## config.mk

```make
export PLATFORM = sky130hd
export DESIGN_NAME = tone_sequence_player_flat
export DESIGN_NICKNAME = d
export VERILOG_FILES = /design/src/rtl/core/tsp_pkg.sv /design/src/rtl/core/tsp_if.sv /design/src/rtl/core/tsp_input_reg.sv /design/src/rtl/core/tsp_engine.sv /design/src/rtl/core/tone_sequence_player.sv /design/src/flat_wrapper.sv
export SDC_FILE = /design/constraint.sdc
export NUM_CORES = 1
export LEC_CHECK = 0
export BUFFER_PORTS_ARGS = -buffer_cell sky130_fd_sc_hd__buf_4
export CAP_MARGIN = 5
export CORE_MARGIN = 2
export CORE_UTILIZATION = 48
export CTS_CLUSTER_DIAMETER = 200
export CTS_CLUSTER_SIZE = 30
export DETAILED_ROUTE_END_ITERATION = 8
export PLACE_DENSITY = 0.69
export SKIP_LAST_GASP = 1
export SYNTH_ARGS = -nofsm -noshare
export SYNTH_HDL_FRONTEND = slang
export SYNTH_SLANG_ARGS = --single-unit
```

## constraint.sdc

```tcl
create_clock -name i_clk -period 3.8 [get_ports i_clk]
set_input_delay 0.57 -clock i_clk [delete_from_list [all_inputs] [get_ports i_clk]]
set_output_delay 0.57 -clock i_clk [all_outputs]
set_load 0.05 [all_outputs]
```

## src/rtl/core/tsp_pkg.sv

```systemverilog
// Shared types, action codes and the melody table of the tone sequence player.
package tsp_pkg;

    localparam int TIME_BITS_DEF = 32;
    localparam int NOW_W         = 32;
    localparam int FREQ_W        = 12;
    localparam int DUR_W         = 9;
    localparam int SEL_W         = 3;
    localparam int IDX_W         = 3;
    localparam int LEN_W         = 4;
    localparam int NUM_MELODIES  = 6;
    localparam int ROM_STEPS     = 7;
    localparam int MAX_STEPS     = 7;

    localparam logic [1:0] ACT_PLAY = 2'd0;
    localparam logic [1:0] ACT_STOP = 2'd1;
    localparam logic [1:0] ACT_TICK = 2'd2;

    typedef struct packed {
        logic [1:0]       action;
        logic [SEL_W-1:0] sound;
        logic [NOW_W-1:0] now;
    } t_item;

    typedef struct packed {
        logic              tone_on;
        logic [FREQ_W-1:0] tone_freq;
        logic              busy_res;
        logic              step_started;
    } t_result;

    typedef struct packed {
        logic [FREQ_W-1:0] hz;
        logic [DUR_W-1:0]  ms;
    } t_step;

    // Number of steps of a melody, capped at MAX_STEPS.
    function automatic logic [LEN_W-1:0] melody_len(input logic [SEL_W-1:0] sel);
        logic [LEN_W-1:0] n;
        case (sel)
            3'd0:    n = LEN_W'(1);
            3'd1:    n = LEN_W'(2);
            3'd2:    n = LEN_W'(2);
            3'd3:    n = LEN_W'(7);
            3'd4:    n = LEN_W'(3);
            3'd5:    n = LEN_W'(3);
            default: n = LEN_W'(0);
        endcase
        if (n > LEN_W'(MAX_STEPS)) begin
            n = LEN_W'(MAX_STEPS);
        end
        return n;
    endfunction

    // Melody table: frequency in Hz (0 is a rest) and duration in ms.
    function automatic t_step rom_step(input logic [SEL_W-1:0] sel,
                                       input logic [IDX_W-1:0] idx);
        t_step s;
        s = '0;
        case ({sel, idx})
            {3'd0, 3'd0}: s = '{hz: 12'd3500, ms: 9'd10};
            {3'd1, 3'd0}: s = '{hz: 12'd2200, ms: 9'd40};
            {3'd1, 3'd1}: s = '{hz: 12'd3000, ms: 9'd70};
            {3'd2, 3'd0}: s = '{hz: 12'd500,  ms: 9'd100};
            {3'd2, 3'd1}: s = '{hz: 12'd350,  ms: 9'd160};
            {3'd3, 3'd0}: s = '{hz: 12'd1800, ms: 9'd90};
            {3'd3, 3'd1}: s = '{hz: 12'd0,    ms: 9'd120};
            {3'd3, 3'd2}: s = '{hz: 12'd1800, ms: 9'd90};
            {3'd3, 3'd3}: s = '{hz: 12'd0,    ms: 9'd120};
            {3'd3, 3'd4}: s = '{hz: 12'd1800, ms: 9'd90};
            {3'd3, 3'd5}: s = '{hz: 12'd0,    ms: 9'd120};
            {3'd3, 3'd6}: s = '{hz: 12'd2800, ms: 9'd350};
            {3'd4, 3'd0}: s = '{hz: 12'd900,  ms: 9'd70};
            {3'd4, 3'd1}: s = '{hz: 12'd700,  ms: 9'd70};
            {3'd4, 3'd2}: s = '{hz: 12'd500,  ms: 9'd110};
            {3'd5, 3'd0}: s = '{hz: 12'd1400, ms: 9'd60};
            {3'd5, 3'd1}: s = '{hz: 12'd1900, ms: 9'd60};
            {3'd5, 3'd2}: s = '{hz: 12'd2600, ms: 9'd90};
            default:      s = '0;
        endcase
        return s;
    endfunction

endpackage

```

## src/rtl/core/tsp_if.sv

```systemverilog
// Valid/ready channel interfaces for input items and result items.
interface tsp_in_if
    import tsp_pkg::*;
();
    logic             valid;
    logic             ready;
    logic [1:0]       action;
    logic [SEL_W-1:0] sound;
    logic [NOW_W-1:0] now;

    modport source (output valid, output action, output sound, output now, input ready);
    modport sink   (input valid, input action, input sound, input now, output ready);
endinterface

interface tsp_out_if
    import tsp_pkg::*;
();
    logic              valid;
    logic              ready;
    logic              tone_on;
    logic [FREQ_W-1:0] tone_freq;
    logic              busy_res;
    logic              step_started;

    modport source (output valid, output tone_on, output tone_freq, output busy_res,
                    output step_started, input ready);
    modport sink   (input valid, input tone_on, input tone_freq, input busy_res,
                    input step_started, output ready);
endinterface

```

## src/rtl/core/tsp_input_reg.sv

```systemverilog
// Input register stage: capture one item, hold it until the engine takes it.
module tsp_input_reg
    import tsp_pkg::*;
(
    input  logic   i_clk,
    input  logic   i_rst_n,
    tsp_in_if.sink i_item,
    input  logic   i_advance,
    output logic   o_valid,
    output t_item  o_item
);

    logic  r_valid;
    t_item r_item;
    logic  w_load;

    assign i_item.ready = !r_valid || i_advance;
    assign w_load       = i_item.valid && i_item.ready;

    always_ff @(posedge i_clk) begin
        if (!i_rst_n) begin
            r_valid <= 1'b0;
        end else if (w_load) begin
            r_valid <= 1'b1;
        end else if (i_advance) begin
            r_valid <= 1'b0;
        end
    end

    // Payload needs no reset.
    always_ff @(posedge i_clk) begin
        if (w_load) begin
            r_item <= '{action: i_item.action, sound: i_item.sound, now: i_item.now};
        end
    end

    assign o_valid = r_valid;
    assign o_item  = r_item;

endmodule

```

## src/rtl/core/tsp_engine.sv

```systemverilog
// Player state and next-state logic: one item is applied per firing cycle.
module tsp_engine
    import tsp_pkg::*;
#(
    parameter int TIME_BITS = TIME_BITS_DEF
) (
    input  logic    i_clk,
    input  logic    i_rst_n,
    input  logic    i_fire,
    input  t_item   i_item,
    output t_result o_result
);

    logic                 r_playing,  n_playing;
    logic [SEL_W-1:0]     r_sel,      n_sel;
    logic [IDX_W-1:0]     r_idx,      n_idx;
    logic [TIME_BITS-1:0] r_deadline, n_deadline;
    logic                 r_armed,    n_armed;
    logic                 r_enable,   n_enable;
    logic [FREQ_W-1:0]    r_hz,       n_hz;

    logic [TIME_BITS-1:0] w_now;
    logic [IDX_W-1:0]     w_idx;
    t_step                w_step;
    logic                 w_started;

    assign w_now  = i_item.now[TIME_BITS-1:0];
    // Advance the step only once the current one has been started.
    assign w_idx  = r_armed ? IDX_W'(r_idx + IDX_W'(1)) : r_idx;
    assign w_step = rom_step(r_sel, w_idx);

    always_comb begin
        n_playing  = r_playing;
        n_sel      = r_sel;
        n_idx      = r_idx;
        n_deadline = r_deadline;
        n_armed    = r_armed;
        n_enable   = r_enable;
        n_hz       = r_hz;
        w_started  = 1'b0;
        case (i_item.action)
            ACT_PLAY: begin
                if (i_item.sound < SEL_W'(NUM_MELODIES)) begin
                    n_sel     = i_item.sound;
                    n_idx     = '0;
                    n_playing = 1'b1;
                    n_armed   = 1'b0;
                end
            end
            ACT_STOP: begin
                n_playing = 1'b0;
                n_enable  = 1'b0;
                n_hz      = '0;
                w_started = 1'b1;
            end
            ACT_TICK: begin
                if (r_playing && !(r_armed && (w_now < r_deadline))) begin
                    n_idx     = w_idx;
                    w_started = 1'b1;
                    if ({1'b0, w_idx} >= melody_len(r_sel) ||
                        {1'b0, w_idx} >= LEN_W'(ROM_STEPS)) begin
                        n_playing = 1'b0;
                        n_enable  = 1'b0;
                        n_hz      = '0;
                    end else begin
                        n_enable   = (w_step.hz != '0);
                        n_hz       = w_step.hz;
                        n_deadline = w_now + TIME_BITS'(w_step.ms);
                        n_armed    = 1'b1;
                    end
                end
            end
            default: begin
            end
        endcase
    end

    always_ff @(posedge i_clk) begin
        if (!i_rst_n) begin
            r_playing  <= 1'b0;
            r_sel      <= '0;
            r_idx      <= '0;
            r_deadline <= '0;
            r_armed    <= 1'b0;
            r_enable   <= 1'b0;
            r_hz       <= '0;
        end else if (i_fire) begin
            r_playing  <= n_playing;
            r_sel      <= n_sel;
            r_idx      <= n_idx;
            r_deadline <= n_deadline;
            r_armed    <= n_armed;
            r_enable   <= n_enable;
            r_hz       <= n_hz;
        end
    end

    assign o_result.tone_on      = n_enable;
    assign o_result.tone_freq    = n_enable ? n_hz : '0;
    assign o_result.busy_res     = n_playing;
    assign o_result.step_started = w_started;

endmodule

```

## src/rtl/core/tone_sequence_player.sv

```systemverilog
// Top level of the tone sequence player: input stage, engine and result register.
// An accepted item passes through the input register and then the result register;
// it waits in the input register while the result slot is full. Throughput: one item
// per cycle while results are taken; the engine is one table read, compare and add.
// Reset (i_rst_n low at a clock edge, synchronous): both stages empty, player
// stopped, tone silent, no melody step armed.
module tone_sequence_player
    import tsp_pkg::*;
#(
    parameter int TIME_BITS = TIME_BITS_DEF
) (
    input  logic     i_clk,
    input  logic     i_rst_n,
    tsp_in_if.sink   i_item,
    tsp_out_if.source o_res
);

    logic    w_in_valid;
    t_item   w_in_item;
    logic    w_out_free;
    logic    w_fire;
    t_result w_result;

    logic    r_out_valid;
    t_result r_out;

    // The result slot is free when empty or being taken this cycle.
    assign w_out_free = !r_out_valid || o_res.ready;
    // Apply the held item to the player state when its result has room.
    assign w_fire     = w_in_valid && w_out_free;

    // Capture items; hold one until the engine consumes it.
    tsp_input_reg u_input_reg (
        .i_clk     (i_clk),
        .i_rst_n   (i_rst_n),
        .i_item    (i_item),
        .i_advance (w_out_free),
        .o_valid   (w_in_valid),
        .o_item    (w_in_item)
    );

    // Play/stop/tick decode, melody table, deadline compare and add.
    tsp_engine #(
        .TIME_BITS (TIME_BITS)
    ) u_engine (
        .i_clk    (i_clk),
        .i_rst_n  (i_rst_n),
        .i_fire   (w_fire),
        .i_item   (w_in_item),
        .o_result (w_result)
    );

    // Result register: load on fire, drop once taken downstream.
    always_ff @(posedge i_clk) begin
        if (!i_rst_n) begin
            r_out_valid <= 1'b0;
        end else if (w_fire) begin
            r_out_valid <= 1'b1;
        end else if (o_res.ready) begin
            r_out_valid <= 1'b0;
        end
    end

    always_ff @(posedge i_clk) begin
        if (w_fire) begin
            r_out <= w_result;
        end
    end

    assign o_res.valid        = r_out_valid;
    assign o_res.tone_on      = r_out.tone_on;
    assign o_res.tone_freq    = r_out.tone_freq;
    assign o_res.busy_res     = r_out.busy_res;
    assign o_res.step_started = r_out.step_started;

endmodule

```

## src/flat_wrapper.sv

```systemverilog
// flat-port wrapper written by rule: the top's interface ports become plain ports
module tone_sequence_player_flat import tsp_pkg::*;
#(
    parameter int TIME_BITS = TIME_BITS_DEF
)
  (i_clk, i_rst_n, i_item_valid, i_item_action, i_item_sound, i_item_now, i_item_ready, o_res_valid, o_res_tone_on, o_res_tone_freq, o_res_busy_res, o_res_step_started, o_res_ready);
  tsp_in_if i_item_i ();
  tsp_out_if o_res_i ();
  input  logic i_clk;
  input  logic i_rst_n;
  input wire logic [$bits(i_item_i.valid)-1:0] i_item_valid;
  input wire logic [$bits(i_item_i.action)-1:0] i_item_action;
  input wire logic [$bits(i_item_i.sound)-1:0] i_item_sound;
  input wire logic [$bits(i_item_i.now)-1:0] i_item_now;
  output wire logic [$bits(i_item_i.ready)-1:0] i_item_ready;
  output wire logic [$bits(o_res_i.valid)-1:0] o_res_valid;
  output wire logic [$bits(o_res_i.tone_on)-1:0] o_res_tone_on;
  output wire logic [$bits(o_res_i.tone_freq)-1:0] o_res_tone_freq;
  output wire logic [$bits(o_res_i.busy_res)-1:0] o_res_busy_res;
  output wire logic [$bits(o_res_i.step_started)-1:0] o_res_step_started;
  input wire logic [$bits(o_res_i.ready)-1:0] o_res_ready;
  assign i_item_i.valid = i_item_valid;
  assign i_item_i.action = i_item_action;
  assign i_item_i.sound = i_item_sound;
  assign i_item_i.now = i_item_now;
  assign i_item_ready = i_item_i.ready;
  assign o_res_valid = o_res_i.valid;
  assign o_res_tone_on = o_res_i.tone_on;
  assign o_res_tone_freq = o_res_i.tone_freq;
  assign o_res_busy_res = o_res_i.busy_res;
  assign o_res_step_started = o_res_i.step_started;
  assign o_res_i.ready = o_res_ready;
  tone_sequence_player #(.TIME_BITS(TIME_BITS)) u_core (.i_clk(i_clk), .i_rst_n(i_rst_n), .i_item(i_item_i), .o_res(o_res_i));
endmodule
```

* Word-level counts from Yosys, hierarchy flattened
Memory sizes are Yosys's and may differ from the RTL's.
Cells that the tools add are included.
** Storage, ports and cells
- Register bits after elaboration :: 107
- Bits in read-only memories :: 1216
- Input bits :: 41
- Output and inout bits :: 17
- Logic and storage cells :: 87
- Memories :: 1
** Operators by class
- Add/sub/neg operators :: 2
- Order comparisons :: 5
- Equal/unequal tests :: 10
- Multiplexer cells :: 30
- Bitwise operators :: 1
- Reduce and logical (&&, ||, !) cells :: 22
** Memory list
- (name not given) :: depth 64, bits a word 19, read ports 1, clocked after memory_dff 0, wr ports 0, line tsp_pkg.sv:60 : case ({sel, idx})
** Operators by type and width (number)
- 32-bit by 9-bit adder with 32-bit output :: 1
- 32-bit < comparator :: 1
- 12-bit 2-to-1 mux :: 2
- 12-bit case mux with 2 select lines :: 1
- 4-bit 2-to-1 mux :: 5
- 1-bit 2-to-1 mux :: 13
- 3-bit case mux with 4 select lines :: 1
- 12-bit nonzero test :: 1
- 3-bit 2-to-1 mux :: 3
- 4-bit AND reduction :: 2
- 3-bit by 2-bit equality test with 1-bit output, second input constant :: 2
- 3-bit equality test, second input constant :: 2
- 2-bit inequality test, second input constant :: 3
- 1-bit case mux with 2 select lines :: 3
- 3-bit case mux with 2 select lines :: 1
- 2-bit nonzero test :: 3
- 5-bit AND reduction :: 1
- 3-bit by 4-bit greater-or-equal comparator with 1-bit output :: 1
- 4-bit by 3-bit greater-than comparator with 1-bit output, second input constant :: 1
- 1-bit logical AND :: 4
- 2-bit OR reduction :: 2
- 3-bit by 1-bit adder with 3-bit output, second input constant :: 1
- 3-bit by 1-bit equality test with 1-bit output, second input constant :: 1
- 3-bit greater-or-equal comparator, second input constant :: 1
- 10 further kinds :: 14

* Depth between registers and ports, before layout
Gate-level depths: netlist of the first run.
- Word-level depth :: 15
- Gate-level depth with buffers :: 19

* Cells and area by module
From an unflattened synthesis of the first run, not the netlist that was laid out.
** Unflattened totals
- Cell total of the unflattened synthesis :: 670
- Area total of the unflattened synthesis :: 6448.7 um^2
** Modules (own cells, without submodules)
- tsp_engine :: instances 1, cells each 608, area an instance 4772.1 um^2, seq. area each 1061.0 um^2
- tsp_input_reg :: instances 1, cells each 42, area an instance 1168.6 um^2, seq. area each 1131.1 um^2
- tone_sequence_player :: instances 1, cells each 20, area an instance 508.0 um^2, seq. area each 470.5 um^2

* Least setup slack after synthesis of the first run
Ideal clock, no wire load.
- Kind :: reg-to-reg
- From :: register u_core.u_engine.r_idx[1]
- To :: register u_core.u_engine.r_deadline[18]
- Data arrival time :: 3601 ps
- Required time :: 3655 ps
- Path slack :: 54 ps
- Cell stages (with the launch flop) :: 19
- Path buffers :: 1
- Cell sequence :: dfxtp_1 -> ha_1 -> mux2i_2 -> ha_1 -> inv_1 -> or3_1 -> o21ai_0 -> nand2_1 -> a21oi_1 -> a21o_1 -> ha_1 -> a21o_1 -> a21oi_1 -> o21ai_0 -> o21ba_2 -> clkbuf_1 -> nand4_1 -> xor2_1 -> a211oi_2
** On the way
- Cells in the longest elaborated chain, start to end :: 6
- Elaborated cells on any way between the ends :: 9
- Those cells by class :: 2 x add/sub; 2 x order compare; 1 x mux; 1 x bitwise; 2 x reduce/logical; 1 x memory
** RTL lines
- from (decl) :: line tsp_engine.sv:16 : logic [IDX_W-1:0] r_idx, n_idx;
- from (signal assigned) :: line tsp_engine.sv:90 : r_idx <= n_idx;
- 3-bit by 1-bit adder with 3-bit output :: line tsp_engine.sv:29 : assign w_idx = r_armed ? IDX_W'(r_idx + IDX_W'(1)) : r_idx;
- 3-bit 2-to-1 mux * :: line tsp_engine.sv:29
- parallel branches: the longest is 4 deep, another holds 32-bit by 9-bit adder with 32-bit output
- to (signal assigned) :: line tsp_engine.sv:91 : r_deadline <= n_deadline;
- to (decl) :: line tsp_engine.sv:17 : logic [TIME_BITS-1:0] r_deadline, n_deadline;
Every way passes the cells marked *.
A chain may end at the register's enable or synchronous reset.

* Worst setup path in the final report of the first run
- From :: register u_core.u_engine.r_armed
- To :: register u_core.u_engine.r_deadline[28]
** On the way
- Cells in the longest elaborated chain, start to end :: 5
- Elaborated cells on any way between the ends :: 11
- Those cells by class :: 1 x add/sub; 2 x order compare; 1 x mux; 1 x bitwise; 5 x reduce/logical; 1 x memory
** RTL lines
- from (decl) :: line tsp_engine.sv:18 : logic r_armed, n_armed;
- from (signal assigned) :: line tsp_engine.sv:92 : r_armed <= n_armed;
- parallel branches: the longest is 5 deep, another holds 32-bit by 9-bit adder with 32-bit output
Parallel ways; which one is timed is not known.

==> impl_metrics.json, run 1 <==
{
  "status": "finished, final reports clean",
  "cp_max_fo": 18,
  "dpl.cell_count": 907,
  "tightest_slew_ns": 1.08,
  "final_layout_size_suffix_gt1_share_pct": 19.9,
  "synth_compound_area_share_pct": 20.0,
  "routed_wl_mm": 14.9,
  "numCtsBuffers": 9,
  "fin_skew_ns": 0.00905,
  "nets": 838,
  "cts_tree": "yes",
  "drt_first_pass_iters": 6,
  "syn_area_per_cell_um2": 9.55,
  "layout_common_cells": "85 x buf_4, 71 x nor2_1, 64 x inv_1, 53 x dfxtp_1, 52 x edfxtp_1",
  "critPathTopFamily": "compound AO/OA/AOI/OAI gates",
  "syn-num-nets": 773,
  "synthCells": 680,
  "die_area_mm2": 0.0145,
  "start_util_pct": 49.0,
  "cts_root_buf": "clkbuf_16",
  "fin_cells": 926,
  "setup_viol": 0,
  "wl_met3_um": 616,
  "synthArstFlopShare_pct": 0,
  "seq_area_mm2": 0.00267,
  "final_antenna_net_count": 0,
  "cp_slowest_cell": "o41ai_1",
  "relSlewSlack_pct": 27.0,
  "port-buffer-count": 57,
  "diodes": 0,
  "grt_max_degree": 49,
  "die_w_um": 120,
  "critPathRequiredTime_ns": 4.07,
  "synthFlopType": "dfxtp_1",
  "mostFrequentLayoutCell": "buf_4",
  "highest_layer": "met4",
  "row_count": 42,
  "crit_type": "flip-flop to flip-flop",
  "core_mm2": 0.0132,
  "worst_ep_arrival_time_ns": 3.83,
  "synth-adder-area-share_pct": 10.1,
  "synth_top_family_by_area": "compound AO/OA/AOI/OAI gates",
  "h-tree-depth": 3,
  "synth_edf_count": 52,
  "wl_per_cell_um": 16.1,
  "cts_sinks": 107,
  "area_growth_syn_to_layout_pct": 17.5,
  "max_clock_freq_ghz": 0.281,
  "synthMuxAreaShare_pct": 2.22,
  "antenna_found_initial": 0,
  "synthSimpleGateAreaFrac_pct": 15.4,
  "maxCapViolations": 0,
  "pin_count": 58,
  "clock_latency_ns": 0.36,
  "ir_drop_v": 0.000310,
  "die_h_um": 120,
  "clkTransAtPathRegs_ns": 0.07,
  "yosysSeqAreaShare_pct": 41.0,
  "critical-path-max-stage-delay_ns": 0.90,
  "holdWs_ns": 0.382,
  "met2RoutedLength_mm": 7.45,
  "drtIter0Drc": 412,
  "via_count": 5215,
  "grt_pass1_wl_mm": 24.6,
  "ctsLongestPathBuffers": 2,
  "cp-start-kind": "flip-flop",
  "synth-warning-count": 0,
  "hold_viol": 0,
  "period_share_pct": 93.7,
  "grt_pass1_vias": 5102,
  "synth_xor_area_share_pct": 4.57,
  "worst-path-buf-inv": 3,
  "via_per_inst": 5.63,
  "ys_types": 79,
  "fin_crit_ns": 3.56,
  "gr-usage-all-layers_pct": 21.3,
  "drt-met1-wl_mm": 6.54,
  "gp_congestion": 0.933,
  "gr-total-overflow": 0,
  "power_leakage_nw": 2.78,
  "crit_chain": "buf_4 > inv_1 > o41ai_1 > a21oi_1 > o22ai_1 > ha_1 > nand2_1 > o21ai_2 > o21ba_4 > buf_12 > nand4_1 > xor2_1 > a211oi_1",
  "hpwl_mm": 11.1,
  "syn_area_mm2": 0.00649,
  "crit_path_end_kind": "flip-flop",
  "drc": 0,
  "postCtsHoldBufs": 0,
  "fillCellCount": 1163,
  "ys_ff_latch": 107,
  "min-delay-path-class": "input port to flip-flop",
  "multi_input_area_mm2": 0.00347,
  "finalMaxSlewViolations": 0,
  "power_density_mw_per_mm2": 332
}
-- Yosys cell counts (8+ instances only) --
cell type	number	area (um2)
a211oi_1	10	75.1
nand3_1	16	80.1
inv_1	65	244
o22ai_1	9	56.3
dfxtp_1	55	1100
nand2_1	40	150
nand2b_1	10	62.6
and3_1	9	56.3
a21o_1	8	60.1
mux2i_1	13	130
xor2_1	21	184
nor2_1	71	267
a21oi_1	35	175
a211oi_2	16	200
o21ai_0	27	135
nand4_1	11	68.8
buf_2	9	45.0
ha_1	51	638
clkbuf_1	18	67.6
a22oi_1	9	67.6
edfxtp_1	52	1560
xnor2_1	11	96.3
-- final timing paths --
path	start	endpoint	slack, ns	depth (start not counted)
setup / recovery	u_core.u_engine.r_armed$_SDFFE_PN0P_	u_core.u_engine.r_deadline[28]$_SDFFE_PN0P_	0.24	13
hold / removal	i_item_now[24]	u_core.u_input_reg.o_item[24]$_DFFE_PP_	0.38	1
setup reg to reg	u_core.u_engine.r_armed$_SDFFE_PN0P_	u_core.u_engine.r_deadline[28]$_SDFFE_PN0P_	0.24	13
hold reg to reg	u_core.u_engine.r_hz[0]$_SDFFE_PN0P_	u_core.u_engine.r_hz[0]$_SDFFE_PN0P_	0.43	2
-- metrics by stage --
stage | area, um2 | power, mW | util, % | setup TNS (ns) | setup slack, ns
finish | 7630 | 2.53 | 57.6 | 0 | 0.238
global route | 7630 | 2.63 | 57.6 | -0.0680 | -0.0360
CTS | 7520 | 2.54 | 56.8 | 0 | 0.00472
detailed placement | 7200 | 1.59 | 54.4 | 0 | 0.00331
global placement | 7200 | 1.59 | 54.4 | 0 | 0.0783
floorplan | 6490 | 1.48 | - | 0 | 0.0542
-- repair_timing --
item,CTS,global route
pin swaps,0,10
buffers inserted,0,3
resized for setup,2,17
setup endpoints to repair,7,26
-- routing by layer --
layer,global-route usage [%],up-vias
met1,26.7,2457
met4,9.01,0
met3,2.64,25
li1,-,2592
met2,37.1,141
met5,0,-
-- cell families (layout without fill, tap and decap cells) --
group	after synthesis	count (layout)
XOR/XNOR	33	33
buffers and inverters	101	171
flip-flops	107	107
AO/OA/AOI/OAI	175	175
adder cells (fa/ha/maj)	52	52
multiplexers	14	14
AND/OR/NAND/NOR	198	198
-- worst register-to-register path, cell delays in order (launching register included) --
cell and delay (ns):
dfxtp_1 0.45, buf_4 0.28, inv_1 0.16, o41ai_1 0.90, a21oi_1 0.09, o22ai_1 0.24
ha_1 0.26, nand2_1 0.10, o21ai_2 0.16, o21ba_4 0.24, buf_12 0.13, nand4_1 0.10
xor2_1 0.16, a211oi_1 0.21
-- sequential cells by signal (all words and copies together), names as in the netlist --
signal / cells
u_core.u_engine.r_enable: 1
u_core.u_engine.r_sel: 3
u_core.u_input_reg.o_item: 37
u_core.o_res.tone_on: 1
u_core.o_res.tone_freq: 12
u_core.u_engine.r_deadline: 32
u_core.o_res.valid: 1
u_core.u_engine.r_idx: 3
u_core.u_engine.r_armed: 1
u_core.o_res.busy_res: 1
u_core.u_engine.r_hz: 12
u_core.o_res.step_started: 1
u_core.u_input_reg.o_valid: 1
u_core.u_engine.r_playing: 1
-- cell type report --
cell class / instances / area share [%]
multi-input cells: 472 / 45.5
inverters: 66 / 3.28
flip-flops and latches: 107 / 34.9
clock buffers: 10 / 3.13
well taps: 176 / 2.89
clock inverters: 6 / 0.820
repair buffers: 89 / 9.42
-- power breakdown --
group          total (mW)  switching, mW  internal, mW
logic               0.304          0.176         0.128
clock network       0.951          0.422         0.529
registers            1.27         0.0291          1.24
(Power assumes the default switching activity.)
==> inputs of run 2 (changes only) <==
PLACE_DENSITY = 0.67   (was 0.69)
SYNTH_HIERARCHICAL = 1   (was not set)
clock period = 3.3 ns   (was 3.8 ns; I/O delays follow)
==> run 2 against run 1 <==
Compared with the run above: the flow now finishes with violations (setup timing); wire length grew 5.8%; sequential power grew 16%; synthesized area shrank 0.66%; synthesized cell count shrank 1.5%; first-iteration DRC count grew 0.49%; worst hold slack lost 0.083 ns; critical path depth grew 4; count of clock-buffer cells in the layout is the same; cell count grew 4.6%; design area grew 8.3%; highest routed layer unchanged.
==> impl_metrics.json, run 2 <==
{
  "cts_root_buf": "clkbuf_16",
  "numCtsBuffers": 9,
  "setup_viol": 24,
  "worst_ep_arrival_time_ns": 3.69,
  "status": "finished, violations left",
  "synth_area_leaders": "edfxtp_1 24%, dfxtp_1 17%, ha_1 9.9%",
  "crit_path_end_kind": "flip-flop",
  "cp-start-kind": "flip-flop",
  "period_share_pct": 105,
  "clock_latency_ns": 0.37,
  "critPathRequiredTime_ns": 3.53,
  "final_layout_size_suffix_gt1_share_pct": 30.0,
  "synth-adder-area-share_pct": 10.2,
  "ctsLongestPathBuffers": 2,
  "largest_register_ffs": 37,
  "power_leakage_nw": 3.15,
  "tightest_slew_ns": 0.691,
  "gp_congestion": 0.878,
  "routed_wl_mm": 15.8,
  "cts_tree": "yes",
  "ir_drop_v": 0.000326,
  "cp_slowest_cell": "fa_2",
  "syn_area_mm2": 0.00645,
  "clkTransAtPathRegs_ns": 0.07,
  "synthMuxAreaShare_pct": 2.60,
  "crit_chain": "ha_4 > mux2_4 > inv_4 > buf_6 > ha_4 > nand2_4 > a21oi_2 > o31a_1 > ha_2 > fa_2 > a21oi_4 > o211ai_1 > o41ai_2 > nand3b_1 > nor2_1 > xnor2_1 > a211oi_2",
  "crit_type": "flip-flop to flip-flop",
  "antenna_found_initial": 0,
  "violations": "setup timing",
  "crit_top_cell": "ha_4",
  "h-tree-depth": 3,
  "power_density_mw_per_mm2": 356,
  "synthSimpleGateAreaFrac_pct": 14.6,
  "final_antenna_net_count": 0,
  "yosysSeqAreaShare_pct": 41.3,
  "grt_pass1_wl_mm": 25.7,
  "synthTopCellsByCount": "66 x nor2_1, 56 x inv_1, 55 x dfxtp_1",
  "core_mm2": 0.0132,
  "finalMaxSlewViolations": 0,
  "synth_edf_count": 52,
  "total_power_mw": 2.94,
  "ys_ff_latch": 107,
  "ys_types": 72,
  "start_util_pct": 48.9,
  "grt_setup_unrepaired": "yes",
  "max_clock_freq_ghz": 0.289,
  "hold_viol": 0,
  "synthArstFlopShare_pct": 0,
  "area_growth_syn_to_layout_pct": 28.0,
  "fin_crit_ns": 3.46,
  "hpwl_mm": 11.5,
  "via_count": 5355,
  "grt_max_degree": 56,
  "relSlewSlack_pct": 53.9,
  "wl_per_cell_um": 16.3,
  "pin_count": 58,
  "synth_top_area_share_pct": 24.2,
  "syn_area_per_cell_um2": 9.62,
  "synth_compound_area_share_pct": 20.5,
  "gr-usage-all-layers_pct": 22.4,
  "cp_max_fo": 4,
  "final.setup.worst_slack_ns": -0.159,
  "grt_pass1_vias": 5384,
  "maxCapViolations": 0,
  "fin_skew_ns": 0.0107,
  "cts_sinks": 107,
  "postCtsHoldBufs": 0,
  "drt_first_pass_iters": 5,
  "place_area_mm2": 0.00756,
  "yosysMostFrequentCell": "nor2_1",
  "final_area_mm2": 0.00826,
  "gr-total-overflow": 0,
  "tns_ns": -1.82,
  "synth_top_family_by_area": "compound AO/OA/AOI/OAI gates",
  "via_per_inst": 5.53,
  "min-delay-path-class": "input port to flip-flop",
  "die_h_um": 120,
  "critical-path-max-stage-delay_ns": 0.37,
  "drtIter0Drc": 414,
  "synth.largest_area_cell": "edfxtp_1",
  "synthFlopType": "dfxtp_1",
  "syn-num-nets": 763,
  "die_area_mm2": 0.0144,
  "layout_common_cells": "131 x buf_4, 63 x nor2_1, 55 x inv_1, 52 x edfxtp_1, 52 x dfxtp_1",
  "port-buffer-count": 57,
  "synth-warning-count": 6,
  "holdWs_ns": 0.299,
  "mostFrequentLayoutCell": "buf_4",
  "row_count": 42,
  "nets": 881,
  "synthCells": 670,
  "diodes": 0,
  "die_w_um": 120,
  "drc": 0,
  "synth_xor_area_share_pct": 4.33
}
## run 2: path summary, 6_finish.rpt
| kind | cells after the start | to | startpoint | slack [ns] |
|---|---|---|---|---|
| hold / removal | 1 | u_core/u_input_reg/o_item[30]$_DFFE_PP_ | i_item_now[30] | 0.30 |
| setup reg to reg | 17 | u_core/u_engine/r_deadline[25]$_SDFFE_PN0P_ | u_core/u_engine/r_idx[0]$_SDFFE_PN0P_ | -0.16 |
| hold reg to reg | 1 | u_core/u_engine/r_hz[0]$_SDFFE_PN0P_ | u_core/u_engine/r_hz[0]$_SDFFE_PN0P_ | 0.47 |
| setup / recovery | 17 | u_core/u_engine/r_deadline[25]$_SDFFE_PN0P_ | u_core/u_engine/r_idx[0]$_SDFFE_PN0P_ | -0.16 |
## run 2: worst max-delay path, delay by kind of cell, from the launching register on
family	cells	cell delay [ns]
adder cells (fa/ha/maj)	4	0.99
AO/OA/AOI/OAI	6	0.95
XOR/XNOR	1	0.20
flip-flops	1	0.36
multiplexers	1	0.19
buffers and inverters	2	0.16
AND/OR/NAND/NOR	3	0.47
## run 2: area by class of cell
class | instances | area (um2)
fillers | 1095 | 4930
repair buffers | 141 | 1120
inverters | 59 | 226
well taps | 176 | 220
clock buffers | 10 | 239
clock inverters | 6 | 47.5
flip-flops and latches | 107 | 2670
multi-input cells | 470 | 3740
## run 2: what timing repair did
action / in CTS / in global routing
cloned: 0 / 2
endpoints found under the setup margin: 34 / 54
resized for setup: 23 / 46
setup buffers: 7 / 5
pin swaps: 23 / 39
## run 2: cell families (layout without fill, tap and decap cells)
family | count (synthesis) | count (layout)
AOI/OAI and AO/OA | 178 | 178
xor gates and xnor gates | 31 | 31
adders and majority gates | 52 | 52
buffers and inverters | 93 | 216
DFF | 107 | 107
muxes | 16 | 16
and+or+nand+nor | 193 | 193
## run 2: where the power goes
group / switching, mW / internal, mW / total [mW]
Clock: 0.499 / 0.539 / 1.04
Sequential: 0.0378 / 1.43 / 1.47
Combinational: 0.235 / 0.193 / 0.429
## run 2: stage by stage
| step | setup WS, ns | utilization (%) | std cells |
|---|---|---|---|
| after floorplan | -0.149 | - | 670 |
| after global placement | -0.301 | 57.3 | 942 |
| after detailed placement | -0.405 | 57.3 | 942 |
| after CTS | -0.238 | 60.7 | 965 |
| after global routing | -0.332 | 62.6 | 969 |
| final | -0.159 | 62.6 | 969 |
## run 2: layer usage
layer | GRT usage, % | vias to the layer above | share of wire [%] | routed length (um)
met5 | 0 | - | 0 | 0
met4 | 7.35 | 0 | 1.6 | 250
met3 | 4.80 | 21 | 4.7 | 742
met2 | 37.9 | 152 | 49 | 7740
met1 | 28.4 | 2532 | 45 | 7060
li1 | - | 2650 | - | -
==> inputs of run 3 (changes only) <==
SETUP_SLACK_MARGIN = 0.15   (was not set)
==> run 3 against run 2 <==
Compared with the run above: the run still ends with setup timing left; largest power group unchanged; highest routed layer unchanged; cell count is 2.3% higher; sequential share of layout area is 0.85 points lower; first-iteration DRC count is 20% lower.
==> impl_metrics.json, run 3 (synthesized netlist as in run 2, its figures left out) <==
{
  "h-tree-depth": 3,
  "routed_wl_mm": 16.9,
  "fin_crit_ns": 3.62,
  "final_layout_size_suffix_gt1_share_pct": 34.1,
  "total_power_mw": 2.96,
  "max_clock_freq_ghz": 0.276,
  "wl_per_cell_um": 17.1,
  "drt_first_pass_iters": 5,
  "whs_path_depth": 1,
  "cts_root_buf": "clkbuf_16",
  "cp-start-kind": "flip-flop",
  "critPathRequiredTime_ns": 3.58,
  "grt_pass1_vias": 5431,
  "switching_share_pct": 26.8,
  "post-route-util_pct": 64.3,
  "grt_max_degree": 56,
  "clock_latency_ns": 0.36,
  "layout_common_cells": "147 x buf_4, 58 x nor2_1, 54 x inv_1, 52 x edfxtp_1, 51 x dfxtp_1",
  "power_leakage_nw": 3.28,
  "core_mm2": 0.0132,
  "worst-path-buf-inv": 5,
  "fillCellCount": 1040,
  "ff2ff_setup_slack_ns": -0.32,
  "grt_pass1_wl_mm": 26.2,
  "power_switching_mw": 0.793,
  "reg2reg_from": "u_core/u_engine/r_idx[0]$_SDFFE_PN0P_",
  "violations": "setup timing",
  "cp_slowest_cell": "ha_1",
  "crit_chain": "ha_4 > mux2_4 > inv_6 > ha_4 > buf_4 > buf_4 > a31oi_1 > a21boi_0 > ha_1 > nand3_2 > o211ai_1 > o41ai_2 > buf_4 > buf_6 > nor2_4 > nand4_1 > xor2_1 > a211oi_2",
  "final_antenna_net_count": 0,
  "met2RoutedLength_mm": 8.38,
  "diodes": 0,
  "p_comb_share_pct": 15.2,
  "gr-total-overflow": 0,
  "power_density_mw_per_mm2": 349,
  "relSlewSlack_pct": 52.6,
  "pin_count": 58,
  "cts_sinks": 107,
  "drtIter0Drc": 333,
  "postCtsHoldBufs": 0,
  "timing.rr.end": "u_core/u_engine/r_deadline[23]$_SDFFE_PN0P_",
  "finalMaxSlewViolations": 0,
  "start_util_pct": 48.9,
  "hpwl_mm": 11.5,
  "min-delay-path-class": "input port to flip-flop",
  "hold_start": "i_item_now[29]",
  "maxCapViolations": 0,
  "gr-usage-all-layers_pct": 22.8,
  "die_area_mm2": 0.0144,
  "cts_tree": "yes",
  "holdPathEnd": "u_core/u_input_reg/o_item[29]$_DFFE_PP_",
  "ctsLongestPathBuffers": 2,
  "fin_skew_ns": 0.0102,
  "drt-met1-wl_mm": 7.33,
  "pwr-share-seq_pct": 49.8,
  "mostFrequentLayoutCell": "buf_4",
  "internal_power_mw": 2.17,
  "grt_setup_unrepaired": "yes",
  "worst_ep_arrival_time_ns": 3.90,
  "port-buffer-count": 57,
  "drc": 0,
  "critPathTopFamily": "compound AO/OA/AOI/OAI gates",
  "cp_max_fo": 6,
  "clkTransAtPathRegs_ns": 0.08,
  "die_w_um": 120,
  "via_per_inst": 5.71,
  "crit_path_end_kind": "flip-flop",
  "tightest_slew_ns": 0.707,
  "hold_viol": 0,
  "wl_met3_um": 866,
  "status": "finished, violations left",
  "nets": 903,
  "critical-path-max-stage-delay_ns": 0.39,
  "ir_drop_v": 0.000260,
  "final.setup.worst_slack_ns": -0.317,
  "setup_viol": 23,
  "via_count": 5654,
  "die_h_um": 120,
  "numCtsBuffers": 9,
  "row_count": 42,
  "antenna_found_initial": 0,
  "crit_type": "flip-flop to flip-flop",
  "gp_congestion": 0.881,
  "crit_top_cell": "buf_4",
  "reg2reg_depth": 18,
  "clockPowerShare_pct": 35.0,
  "largest_register_ffs": 37,
  "area_growth_syn_to_layout_pct": 31.6,
  "highest_layer": "met4",
  "period_share_pct": 110
}
## run 3: cell types whose count changed in the layout (fill, tap and decap cells not counted), sizes merged
| cell | before | now |
|---|---|---|
| buf | 140 | 162 |
| clkinvlp | 2 | 0 |
| clkbuf | 11 | 12 |
| inv | 61 | 62 |
## run 3: worst max-delay path by stage
stage                                          start                                          end  slack, ns  depth (start not counted)
3_3_place_gp   u_core/u_engine/r_idx[1]$_SDFFE_PN0P_  u_core/u_engine/r_deadline[27]$_SDFFE_PN0P_      -0.31                         17
6_report       u_core/u_engine/r_idx[0]$_SDFFE_PN0P_  u_core/u_engine/r_deadline[23]$_SDFFE_PN0P_      -0.32                         18
5_1_grt        u_core/u_engine/r_idx[0]$_SDFFE_PN0P_  u_core/u_engine/r_deadline[23]$_SDFFE_PN0P_      -0.48                         19
2_1_floorplan  u_core/u_engine/r_idx[0]$_SDFFE_PN0P_  u_core/u_engine/r_deadline[25]$_SDFFE_PN0P_      -0.15                         17
4_1_cts        u_core/u_engine/r_idx[1]$_SDFFE_PN0P_  u_core/u_engine/r_deadline[25]$_SDFFE_PN0P_      -0.32                         17
3_5_place_dp   u_core/u_engine/r_idx[1]$_SDFFE_PN0P_  u_core/u_engine/r_deadline[25]$_SDFFE_PN0P_      -0.41                         17
## run 3: area by class of cell
type	instances	area [um2]	share of cell area, %
tap	176	220	2.60
inverter	59	231	2.73
sequential	107	2670	31.5
multi-input combinational	470	3780	44.5
clock buffer	11	233	2.74
clock inverter	5	42.5	0.501
timing repair buffer	163	1310	15.4
## run 3: power groups by stage
| stage | Sequential, mW | Combinational, mW | Clock (mW) |
|---|---|---|---|
| after CTS | 1.47 | 0.418 | 1.06 |
| final | 1.47 | 0.450 | 1.03 |
| after floorplan | 1.52 | 0.219 | 0 |
| after detailed placement | 1.50 | 0.385 | 0 |
| after global routing | 1.48 | 0.488 | 1.11 |
| after global placement | 1.50 | 0.373 | 0 |
## run 3: stage by stage
stage | hold WS [ns] | instance area (um2) | setup slack, ns | setup TNS [ns] | instances
2_1_floorplan | 0.430 | 6550 | -0.149 | -0.989 | 670
3_3_place_gp | 0.442 | 7540 | -0.308 | -3.95 | 941
3_5_place_dp | 0.453 | 7540 | -0.410 | -6.04 | 941
4_1_cts | 0.289 | 8170 | -0.324 | -4.26 | 971
5_1_grt | 0.288 | 8480 | -0.481 | -8.61 | 991
6_report | 0.301 | 8480 | -0.317 | -4.86 | 991
## run 3: per-layer routing
metal,up-vias,global-route usage [%]
met3,28,3.61
met5,-,0
li1,2705,-
met2,197,38.0
met1,2724,29.8
met4,0,8.90
## run 3: timing repair
action                     CTS  global route
gates resized for setup     56            39
hold endpoints to repair     0             0
setup endpoints to repair   45            57
setup buffers               14            16
pin swaps                   56            40
gates cloned                 0             4
## run 3: worst reg2reg max path, cell delays in order, from the launching register on
cell and delay, ns:
dfxtp_4 0.36, ha_4 0.27, mux2_4 0.21, inv_6 0.06, ha_4 0.17, buf_4 0.13
buf_4 0.12, a31oi_1 0.18, a21boi_0 0.13, ha_1 0.39, nand3_2 0.10, o211ai_1 0.31
o41ai_2 0.13, buf_4 0.15, buf_6 0.11, nor2_4 0.20, nand4_1 0.15, xor2_1 0.18
a211oi_2 0.21
